### src/hw/rtl/bia_pkg.sv
// Package for the bitmap identifier allocator: sizes, codes, FSM states,
// and the command/status structs between controller and datapath. No dependencies.
`default_nettype none

package bia_pkg;

    localparam int NUM_IDS    = 65536;
    localparam int WORD_BITS  = 32;
    localparam int NUM_WORDS  = (NUM_IDS + WORD_BITS - 1) / WORD_BITS;
    localparam int WADDR_W    = (NUM_WORDS > 1) ? $clog2(NUM_WORDS) : 1;
    localparam int BIT_W      = $clog2(WORD_BITS);
    localparam int ID_W       = 17;
    localparam int LAST_BITS  = NUM_IDS - (NUM_WORDS - 1) * WORD_BITS;

    localparam logic [WADDR_W-1:0]   LAST_WORD = WADDR_W'(NUM_WORDS - 1);
    localparam logic [WORD_BITS-1:0] ALL_ONES  = {WORD_BITS{1'b1}};
    // bits of the last word that map to real identifiers
    localparam logic [WORD_BITS-1:0] LAST_MASK = ALL_ONES >> (WORD_BITS - LAST_BITS);
    localparam logic [ID_W-1:0]      MAX_ID    = ID_W'(NUM_IDS);

    typedef enum logic [1:0] {
        STAT_OK   = 2'd0,
        STAT_FULL = 2'd1,
        STAT_BAD  = 2'd2
    } status_t;

    typedef enum logic [2:0] {
        S_CLEAR,
        S_IDLE,
        S_SCAN,
        S_FREE_RD,
        S_FREE_WR,
        S_RESP
    } state_t;

    typedef struct packed {
        logic clr;       // write zero at sweep address
        logic capture;   // latch incoming request
        logic scan;      // issue next scan read, evaluate returned word
        logic free_rd;   // read word holding the id to release
        logic free_wr;   // write it back with the bit cleared
        logic out_load;  // move pending result into output register
    } cmd_t;

    typedef struct packed {
        logic clr_last;   // sweep at final word
        logic hit;        // scanned word has a clear bit
        logic exhausted;  // last word came back full
        logic req_free;   // incoming request is a free
        logic req_bad;    // incoming free names an invalid id
    } stat_t;

endpackage

`default_nettype wire

### src/hw/rtl/bia_ctrl.sv
// Controller FSM of the bitmap identifier allocator.
// Depends on bia_pkg; drives bia_dpath through cmd_t, reads stat_t.
`default_nettype none

module bia_ctrl
    import bia_pkg::*;
(
    input  wire logic  aclk,
    input  wire logic  aresetn,
    input  wire logic  s_valid,
    output logic       s_ready,
    output logic       m_valid,
    input  wire logic  m_ready,
    input  wire stat_t stat,
    output cmd_t       cmd
);

    state_t state_reg, state_next;
    logic   m_valid_reg, m_valid_next;
    logic   accept;
    logic   out_free;

    assign accept   = s_valid && (state_reg == S_IDLE);
    assign out_free = !m_valid_reg || m_ready;

    always_ff @(posedge aclk) begin
        if (!aresetn) begin
            state_reg   <= S_CLEAR;
            m_valid_reg <= 1'b0;
        end else begin
            state_reg   <= state_next;
            m_valid_reg <= m_valid_next;
        end
    end

    always_comb begin
        state_next = state_reg;
        case (state_reg)
            S_CLEAR: begin
                if (stat.clr_last) state_next = S_IDLE;
            end
            S_IDLE: begin
                if (accept) begin
                    if (!stat.req_free)    state_next = S_SCAN;
                    else if (stat.req_bad) state_next = S_RESP;
                    else                   state_next = S_FREE_RD;
                end
            end
            S_SCAN: begin
                if (stat.hit || stat.exhausted) state_next = S_RESP;
            end
            S_FREE_RD: state_next = S_FREE_WR;
            S_FREE_WR: state_next = S_RESP;
            S_RESP: begin
                if (out_free) state_next = S_IDLE;
            end
            default: state_next = S_CLEAR;
        endcase
    end

    always_comb begin
        cmd          = '0;
        s_ready      = 1'b0;
        case (state_reg)
            S_CLEAR:   cmd.clr = 1'b1;
            S_IDLE: begin
                s_ready     = 1'b1;
                cmd.capture = accept;
            end
            S_SCAN:    cmd.scan     = 1'b1;
            S_FREE_RD: cmd.free_rd  = 1'b1;
            S_FREE_WR: cmd.free_wr  = 1'b1;
            S_RESP:    cmd.out_load = out_free;
            default:   cmd = '0;
        endcase
    end

    always_comb begin
        if (cmd.out_load)  m_valid_next = 1'b1;
        else if (m_ready)  m_valid_next = 1'b0;
        else               m_valid_next = m_valid_reg;
    end

    assign m_valid = m_valid_reg;

endmodule

`default_nettype wire

### config.mk
export PLATFORM = sky130hd
export DESIGN_NAME = bia_ctrl
export DESIGN_NICKNAME = d
export VERILOG_FILES = /design/src/hw/rtl/bia_pkg.sv /design/src/hw/rtl/bia_ctrl.sv
export SDC_FILE = /design/constraint.sdc
export NUM_CORES = 1
export LEC_CHECK = 0
export BUFFER_PORTS_ARGS = -buffer_cell sky130_fd_sc_hd__buf_4
export CAP_MARGIN = 25
export CORE_AREA = 8 8 45 47
export CTS_CLUSTER_SIZE = 25
export DETAILED_ROUTE_END_ITERATION = 12
export DIE_AREA = 0 0 53 55
export MAX_ROUTING_LAYER = met4
export SLEW_MARGIN = 5
export SYNTH_ARGS = -nofsm -noshare
export SYNTH_HDL_FRONTEND = slang
export SYNTH_SLANG_ARGS = --single-unit
export TNS_END_PERCENT = 20
### constraint.sdc
create_clock -name aclk -period 1.4 [get_ports aclk]
set_input_delay 0.14 -clock aclk [delete_from_list [all_inputs] [get_ports aclk]]
set_output_delay 0.14 -clock aclk [all_outputs]
set_load 0.01 [all_outputs]
# ---- After elaboration in Yosys (flattened, before gate mapping)
# Index checks and enable logic that the tools add are counted.
dict set report word_totals {
  reg_bits 4
  latch_bits 0
  mem_bits_rw 0
  romBits 0
  input_bits 9
  output_inout_bits 8
  wordCells 34
  n_memories 0
}
dict set report op_classes {
  n_addsub 0
  mul 0
  div_mod_pow 0
  magnitude_cmp 0
  eq_ne 9
  n_shift 0
  muxes 16
  bitwise_logic 0
  reduce_logical 7
}
# operator count
set ops {}
lappend ops {{$mux 3} 6}
lappend ops {{$pmux 3 s6} 1}
lappend ops {{$mux 1} 9}
lappend ops {{$ne 2x2->1 const B} 4}
lappend ops {{$eq 3x2->1 const B} 2}
lappend ops {{$eq 3x3->1 const B} 2}
lappend ops {{$reduce_and 4->1} 1}
lappend ops {{$eq 3x1->1 const B} 1}
lappend ops {{$logic_not 3->1} 1}
lappend ops {{$logic_or 1x1->1} 2}
lappend ops {{$reduce_bool 2->1} 1}
lappend ops {{$logic_and 1x1->1} 1}
lappend ops {{$logic_not 1->1} 1}

# ---- Depth between registers and ports, before layout
# Gate-level depths: netlist of run 1.
dict set report logic_depth {
  ltp_word 4
  mapped_depth 4
  depth_no_buf 4
}

# ---- Least setup slack after synthesis of run 1
# OpenSTA, ideal clock, no wires.
dict set report synth_path {
  path_type {register -> register}
  startpoint {register state_reg[2]}
  endpoint {register state_reg[2]}
  setup_ns 0.091
  arrival_time_ns 1.079
  t_required_ns 1.309
  slack_ns 0.230
  path_stages_with_launch 5
  n_path_buf 1
  synth_period_minus_slack_ns 1.170
  cell_sequence {dfxtp_1 > buf_2 > nor3b_2 > nor2_1 > a311oi_1}
}
dict set report synth_via {
  elab_chain_len 4
  elab_cells_between_ends 13
  classes_between {9 x eq/ne; 1 x mux; 3 x reduce/logical}
}
# element line_no
set synth_lines {}
lappend synth_lines {{start, declared} bia_ctrl.sv:18} ;# state_t state_reg, state_next;
lappend synth_lines {{start signal, assigned} bia_ctrl.sv:31} ;# state_reg <= state_next;
lappend synth_lines {{$eq 3x1->1} {bia_ctrl.sv:23, bia_ctrl.sv:38}}
lappend synth_lines {{$logic_and 1x1->1} bia_ctrl.sv:23} ;# assign accept = s_valid && (state_reg == S_IDLE);
lappend synth_lines {{$ne 2x2->1 (no line)} -}
lappend synth_lines {{$reduce_and 4->1 (no line)} -}
# Several ways; a longest one is shown, not always the timed one.
# A chain may end at the register's enable or synchronous reset.

==> out/metrics.cfg, run 1 <==
[status]
status = finished clean

[clock_tree]
clkLatencyLatePin_ps = 240
cts_buffers = 3
cts_tree = yes
cts.sinks = 4
root_buffer = clkbuf_4
path_clk_slew_ps = 30
cts_max_path_buffers = 2
h-tree-depth = 1

[routing]
first_pass_iters = 4
drc = 0
drt_iter0_drc = 9
vias = 327
post_drt_wl_per_cell_um = 11.40
wirelength_um = 821
antenna_left = 0
route.detailed.vias_per_inst = 4.542

[critical_path]
startpoint = state_reg[0]$_SDFFE_PN0P_
r2r_slack_ps = 210
worstPathCellList = nor2b_4, and2b_1, and2_1, buf_4
crit_type = register to primary output
r2r-end = state_reg[2]$_SDFFE_PN0P_
crit_fanout = 7
cp.depth = 4
worstPathRequired_ps = 1260
start_kind = register
cp_slowest_stage_delay_ps = 360
crit_buf_inv = 1
worstSetupEndpointType = primary output
arrival_ps = 1190
crit_family = simple AND/OR/NAND/NOR gates
worst_path_max_delay_cell = dfxtp_4
reg2reg_from = state_reg[2]$_SDFFE_PN0P_
crit_end = cmd[4]
r2r_cells = 4

[sta]
final.min_clock_period_ps = 1326
fmaxAchievable_mhz = 754.0
worstMarginPinSlew_ps = 214.1
skew_ps = 6.152
finalCritPeriodShare_pct = 94.74
finalHoldViolations = 0
rsz0062_at_grt = false
final-setup-viol-count = 0
slew_headroom_pct = 85.63
setup_tns_ps = 0
drv_slew = 0

[final_layout]
utilization_pct = 32.46
final_net_count = 67
drive_gt1_share_pct = 46.43
syn_to_final_growth_pct = 57.46
largest_register_ffs = 3
final_area_sq_um = 449.2
diodes = 0

[yosys]
yosys.cell_types.count = 22
avgSynthCellArea_sq_um = 7.315
synth_fp_nets = 48
synth_compound_area_share_pct = 20.18
ys_warn_count = 0
synth_top_area_cell = dfxtp_1
yosysSeqAreaShare_pct = 28.07
synth_xor_area_share_pct = 0
synth.mux.area_fraction_pct = 0
ys_top_cells_by_area = dfxtp_1 (28%), a21oi_1 (8.8%), nor3b_2 (8.8%)
syn_area_sq_um = 285.3
yosys.area_share.simple_pct = 44.74
synth_cells = 39
synthAdderAreaFrac_pct = 0
synth_top_area_share_pct = 28.07
synth_top_family_by_area = simple AND/OR/NAND/NOR gates
ys_ff_latch = 4

[die]
die_y_um = 55
die_area_sq_um = 2915
core_area_sq_um = 1384
initial_core_util_pct = 20.61
rows = 14
num_io_pins = 17
die_w_um = 53

[place]
placed_area_sq_um = 412.9
portBuffers = 16
gp_congestion = 0.6901
place.detailed.hpwl_um = 667.1

[power]
power.density_nw_per_um2 = 1263
peakVddDrop_mv = 0.5105
leakage_uw = 0.0002121

[global_routing]
grt_pass1_vias = 352
grt_usage_pct = 6.866
antenna_found_initial = 0
grt_overflow = 0
grt_max_degree = 14
grt_pass1_wl_mm = 1.407

[job]
cap_violations = 0

[worst_hold_path]
hold_class = input pin to register

cells in the final DEF (no fill, tap or decap), drive strengths merged:
| master | n |
|---|---|
| nand4 | 1 |
| nor3 | 2 |
| o211a | 1 |
| nand3 | 1 |
| o21ai | 2 |
| or2 | 1 |
| dfxtp | 4 |
| nor2 | 6 |
| a21oi | 5 |
| nand2 | 3 |
| and2 | 1 |
| and2b | 1 |
| nor3b | 2 |
| nand2b | 1 |
| clkbuf | 3 |
| and3b | 1 |
| inv | 2 |
| a311oi | 1 |
| buf | 16 |
| nor2b | 1 |
| and3 | 1 |
power by group:
part,internal (uW),switching (uW),total [uW]
clock,95.8,46.2,142
sequential,142,47.8,190
combinational,130,106,236
cell families after synthesis:
group	Yosys count
flip-flops	4
buffers and inverters	4
AO/OA/AOI/OAI	9
AND/OR/NAND/NOR	22
cell usage after synthesis:
master / instances
nor2b_1: 1
and3b_1: 1
a311oi_1: 1
and2b_1: 1
a21oi_1: 5
buf_4: 1
and3_1: 1
nor3b_2: 2
nor2_1: 6
o211a_1: 1
nand3_1: 1
nor3_1: 2
inv_1: 2
o21ai_2: 1
buf_2: 1
or2_0: 1
nand4_1: 1
nand2_1: 3
o21ai_1: 1
nand2b_1: 1
and2_1: 1
dfxtp_1: 4
layer usage:
layer / part of all wire, % / track usage (%) / wire length, um
met5: 0 / - / 0
met4: 0 / 2.586 / 0
met3: 14 / 5.348 / 114
met2: 50 / 11.13 / 414
met1: 36 / 5.918 / 292
final cells by class:
cell class,count,area (sq um)
tap,16,20.02
clock buffer,3,22.52
timing repair buffer,16,120.1
multi-input combinational,31,192.7
sequential,4,86.33
inverter,2,7.507
fill,158,934.6
repair_timing:
item	in CTS	in global routing
hold buffers	0	0
gates resized for setup	4	2
setup buffers	0	0
endpoints found under the setup margin	3	1
hold endpoints to repair	0	0
worst min-delay path by stage:
stage                 start                   endpoint  slack (ps)  depth (start not counted)
global route        aresetn  state_reg[0]$_SDFFE_PN0P_         150                          2
finish              aresetn  state_reg[0]$_SDFFE_PN0P_         150                          2
detailed placement  aresetn  state_reg[0]$_SDFFE_PN0P_         380                          2
global placement    aresetn  state_reg[0]$_SDFFE_PN0P_         380                          2
floorplan           aresetn  state_reg[0]$_SDFFE_PN0P_         270                          1
CTS                 aresetn  state_reg[0]$_SDFFE_PN0P_         140                          2
through the flow:
stage / setup WS [ps] / std cells / hold WS (ps) / total power, uW
finish: 73.70 / 72 / 145.4 / 567.2
global placement: 142.0 / 69 / 379.0 / 412.3
detailed placement: 116.3 / 69 / 381.1 / 416.0
floorplan: 229.6 / 39 / 273.4 / 316.4
CTS: 15.68 / 72 / 139.6 / 568.8
global route: 11.82 / 72 / 149.8 / 619.6
Power figures use the tool's default switching activity.
==> run 2: changes to the inputs <==
Settings changed: ABC_AREA set to 1.
==> run 2 against run 1 <==
  * Worst hold slack is essentially flat
  * Synthesized cell count up 44%
  * Final cell count is 25% higher
  * Die area unchanged
  * First-iteration DRC count decreased by 56%
  * Cell area up 6.7%
  * Wire length rose by 10%
  * Non-clock buffer count stayed put
  * Clock skew up 0.63 ps
  * Via count grew 17%
==> out/metrics.cfg, run 2 <==
[die]
num_io_pins = 17
die_y_um = 55
core_area_sq_um = 1384
initial_core_util_pct = 23.42
die_w_um = 53
die_area_sq_um = 2915
rows = 14

[sta]
drv_slew = 0
setup_slack_ps = 168.6
final.min_clock_period_ps = 1231
worstMarginPinSlew_ps = 219.1
fmaxAchievable_mhz = 812.1
setup_tns_ps = 0
skew_ps = 6.778
rsz0062_at_grt = false
slew_headroom_pct = 85.38
finalCritPeriodShare_pct = 87.96
final-setup-viol-count = 0
finalHoldViolations = 0

[power]
switching_share_pct = 47.04
leakage_uw = 0.0002561
combPwrFrac_pct = 62.1
peakVddDrop_mv = 0.6318
p_seq_share_pct = 22.9
power.density_nw_per_um2 = 2032
internal-power_uw = 515.6
p_clk_share_pct = 14.9
switchingPower_uw = 458.0

[job]
cap_violations = 0

[yosys]
yosysMostFrequentCell = nor2_1
synth_ff_type = dfxtp_1
syn_area_sq_um = 324.1
synth_compound_area_share_pct = 6.178
synth_cells = 56
avgSynthCellArea_sq_um = 5.787
synthAdderAreaFrac_pct = 0
synth_xor_area_share_pct = 0
ys_top_cells_by_area = dfxtp_1 (25%), nor2_1 (15%), nand2_1 (8.1%)
synth_top_area_cell = dfxtp_1
yosys.cell_types.count = 14
ys_warn_count = 0
async_flop_share_pct = 0
synth.mux.area_fraction_pct = 0
synth_top_family_by_area = simple AND/OR/NAND/NOR gates
ys_ff_latch = 4
synth_commonest_cells = nor2_1 (13), nand2_1 (7), inv_1 (6)
synth_top_area_share_pct = 24.71
yosysSeqAreaShare_pct = 24.71
yosys.area_share.simple_pct = 54.05
synth-edff-count = 0
synth_fp_nets = 65

[clock_tree]
h-tree-depth = 1
clkLatencyLatePin_ps = 240
post-cts-setup-buffer-count = 0
cts_tree = yes
cts_buffers = 3
cts_hold_buffers = 0
cts_max_path_buffers = 2
cts_resized = 0
root_buffer = clkbuf_4
path_clk_slew_ps = 30
cts.sinks = 4

[final_layout]
nFillCells = 160
largest_register_ffs = 3
drive_gt1_share_pct = 41.89
final_net_count = 85
syn_to_final_growth_pct = 47.88
diodes = 0
mostFrequentLayoutCell = buf_4
final_cell_mix = buf_4 (16), nor2_1 (13), nand2_1 (7)

[critical_path]
start_kind = register
r2r_slack_ps = 230
worstSetupEndpointType = primary output
arrival_ps = 1090
crit_buf_inv = 1
worst_path_max_delay_cell = dfxtp_1
r2r-end = state_reg[1]$_SDFFE_PN0P_
worstPathCellList = nand3_1, nor2_1, buf_4
worstPathRequired_ps = 1260
cp_slowest_stage_delay_ps = 430
startpoint = state_reg[0]$_SDFFE_PN0P_
crit_family = flip-flops
crit_type = register to primary output
r2r_cells = 7
crit_fanout = 7
reg2reg_from = state_reg[0]$_SDFFE_PN0P_

[place]
portBuffers = 16
gp_congestion = 0.8126
place.detailed.hpwl_um = 765.8
place_ws_ps = 209.8

[routing]
antenna_left = 0
post_drt_wl_per_cell_um = 10.04
vias = 381
route.detailed.vias_per_inst = 4.233
first_pass_iters = 4
drc = 0
drt_iter0_drc = 4
wirelength_um = 904

[global_routing]
grt_usage_pct = 7.316
antenna_found_initial = 0
grt_overflow = 0
grt_pass1_vias = 357
grt_max_degree = 8
grt_pass1_wl_mm = 1.428

[worst_hold_path]
whs_endpoint = state_reg[1]$_SDFFE_PN0P_
hp-start = aresetn
hold_class = input pin to register
min_path_cells = 3

[status]
status = finished clean

run 2: changes by cell type after synthesis, moves of 3 or more:
| cell | delta |
|---|---|
| inv_1 | +4 |
| nor2_1 | +7 |
| inv_2 | +5 |
| nand2_1 | +4 |
| nand3_1 | +4 |
| nor2_2 | +3 |
run 2: worst max-delay path by stage:
stage                                endpoint  slack (ps)  depth (start not counted)
finish                                 cmd[0]         170                          3
detailed placement  state_reg[1]$_SDFFE_PN0P_         210                          7
global placement    state_reg[1]$_SDFFE_PN0P_         250                          8
floorplan           state_reg[1]$_SDFFE_PN0P_         350                          7
global route                           cmd[0]          20                          3
CTS                                    cmd[0]         140                          3
run 2: cells by family (layout without fill, tap and decap cells):
group / after synthesis / count (layout)
AO/OA/AOI/OAI: 4 / 4
buffers and inverters: 12 / 30
flip-flops: 4 / 4
AND/OR/NAND/NOR: 36 / 36
run 2: power by group through the flow:
stage / clock network [uW] / logic [uW] / registers, uW
finish: 145 / 605 / 223
floorplan: 0 / 406 / 215
detailed placement: 0 / 611 / 225
CTS: 154 / 612 / 223
global placement: 0 / 609 / 222
global route: 163 / 682 / 232
run 2: cell type report:
type | count | area, sq um | share of cell area [%]
tap | 16 | 20.02 | 4.178
multi-input combinational | 40 | 195.2 | 40.73
inverter | 11 | 41.29 | 8.616
clock buffer | 3 | 22.52 | 4.700
timing repair buffer | 16 | 120.1 | 25.07
sequential | 4 | 80.08 | 16.71
run 2: metrics by stage:
step,total power (uW),cell area [sq um],hold WS (ps),util [%],std cells
floorplan,621.1,324.1,260.7,-,56
finish,973.6,479.2,145.6,34.63,90
CTS,989.1,479.2,140.1,34.63,90
detailed placement,835.8,456.7,387.6,33.00,87
global route,1077,479.2,155.0,34.63,90
global placement,830.9,456.7,384.5,33.00,87
run 2: routing by layer:
| layer | track usage, % | part of all wire (%) | wire (um) | vias to the layer above |
|---|---|---|---|---|
| met3 | 3.209 | 6.1 | 55 | 2 |
| met2 | 12.50 | 53 | 475 | 11 |
| met1 | 5.918 | 40 | 365 | 160 |
| met5 | - | 0 | 0 | - |
| li1 | - | - | - | 208 |
| met4 | 6.466 | 0.66 | 6 | 0 |
run 2: worst min-delay path: cells and delay by family:
family                 cells  cell delay [ps]
AND/OR/NAND/NOR            2              100
buffers and inverters      1               90
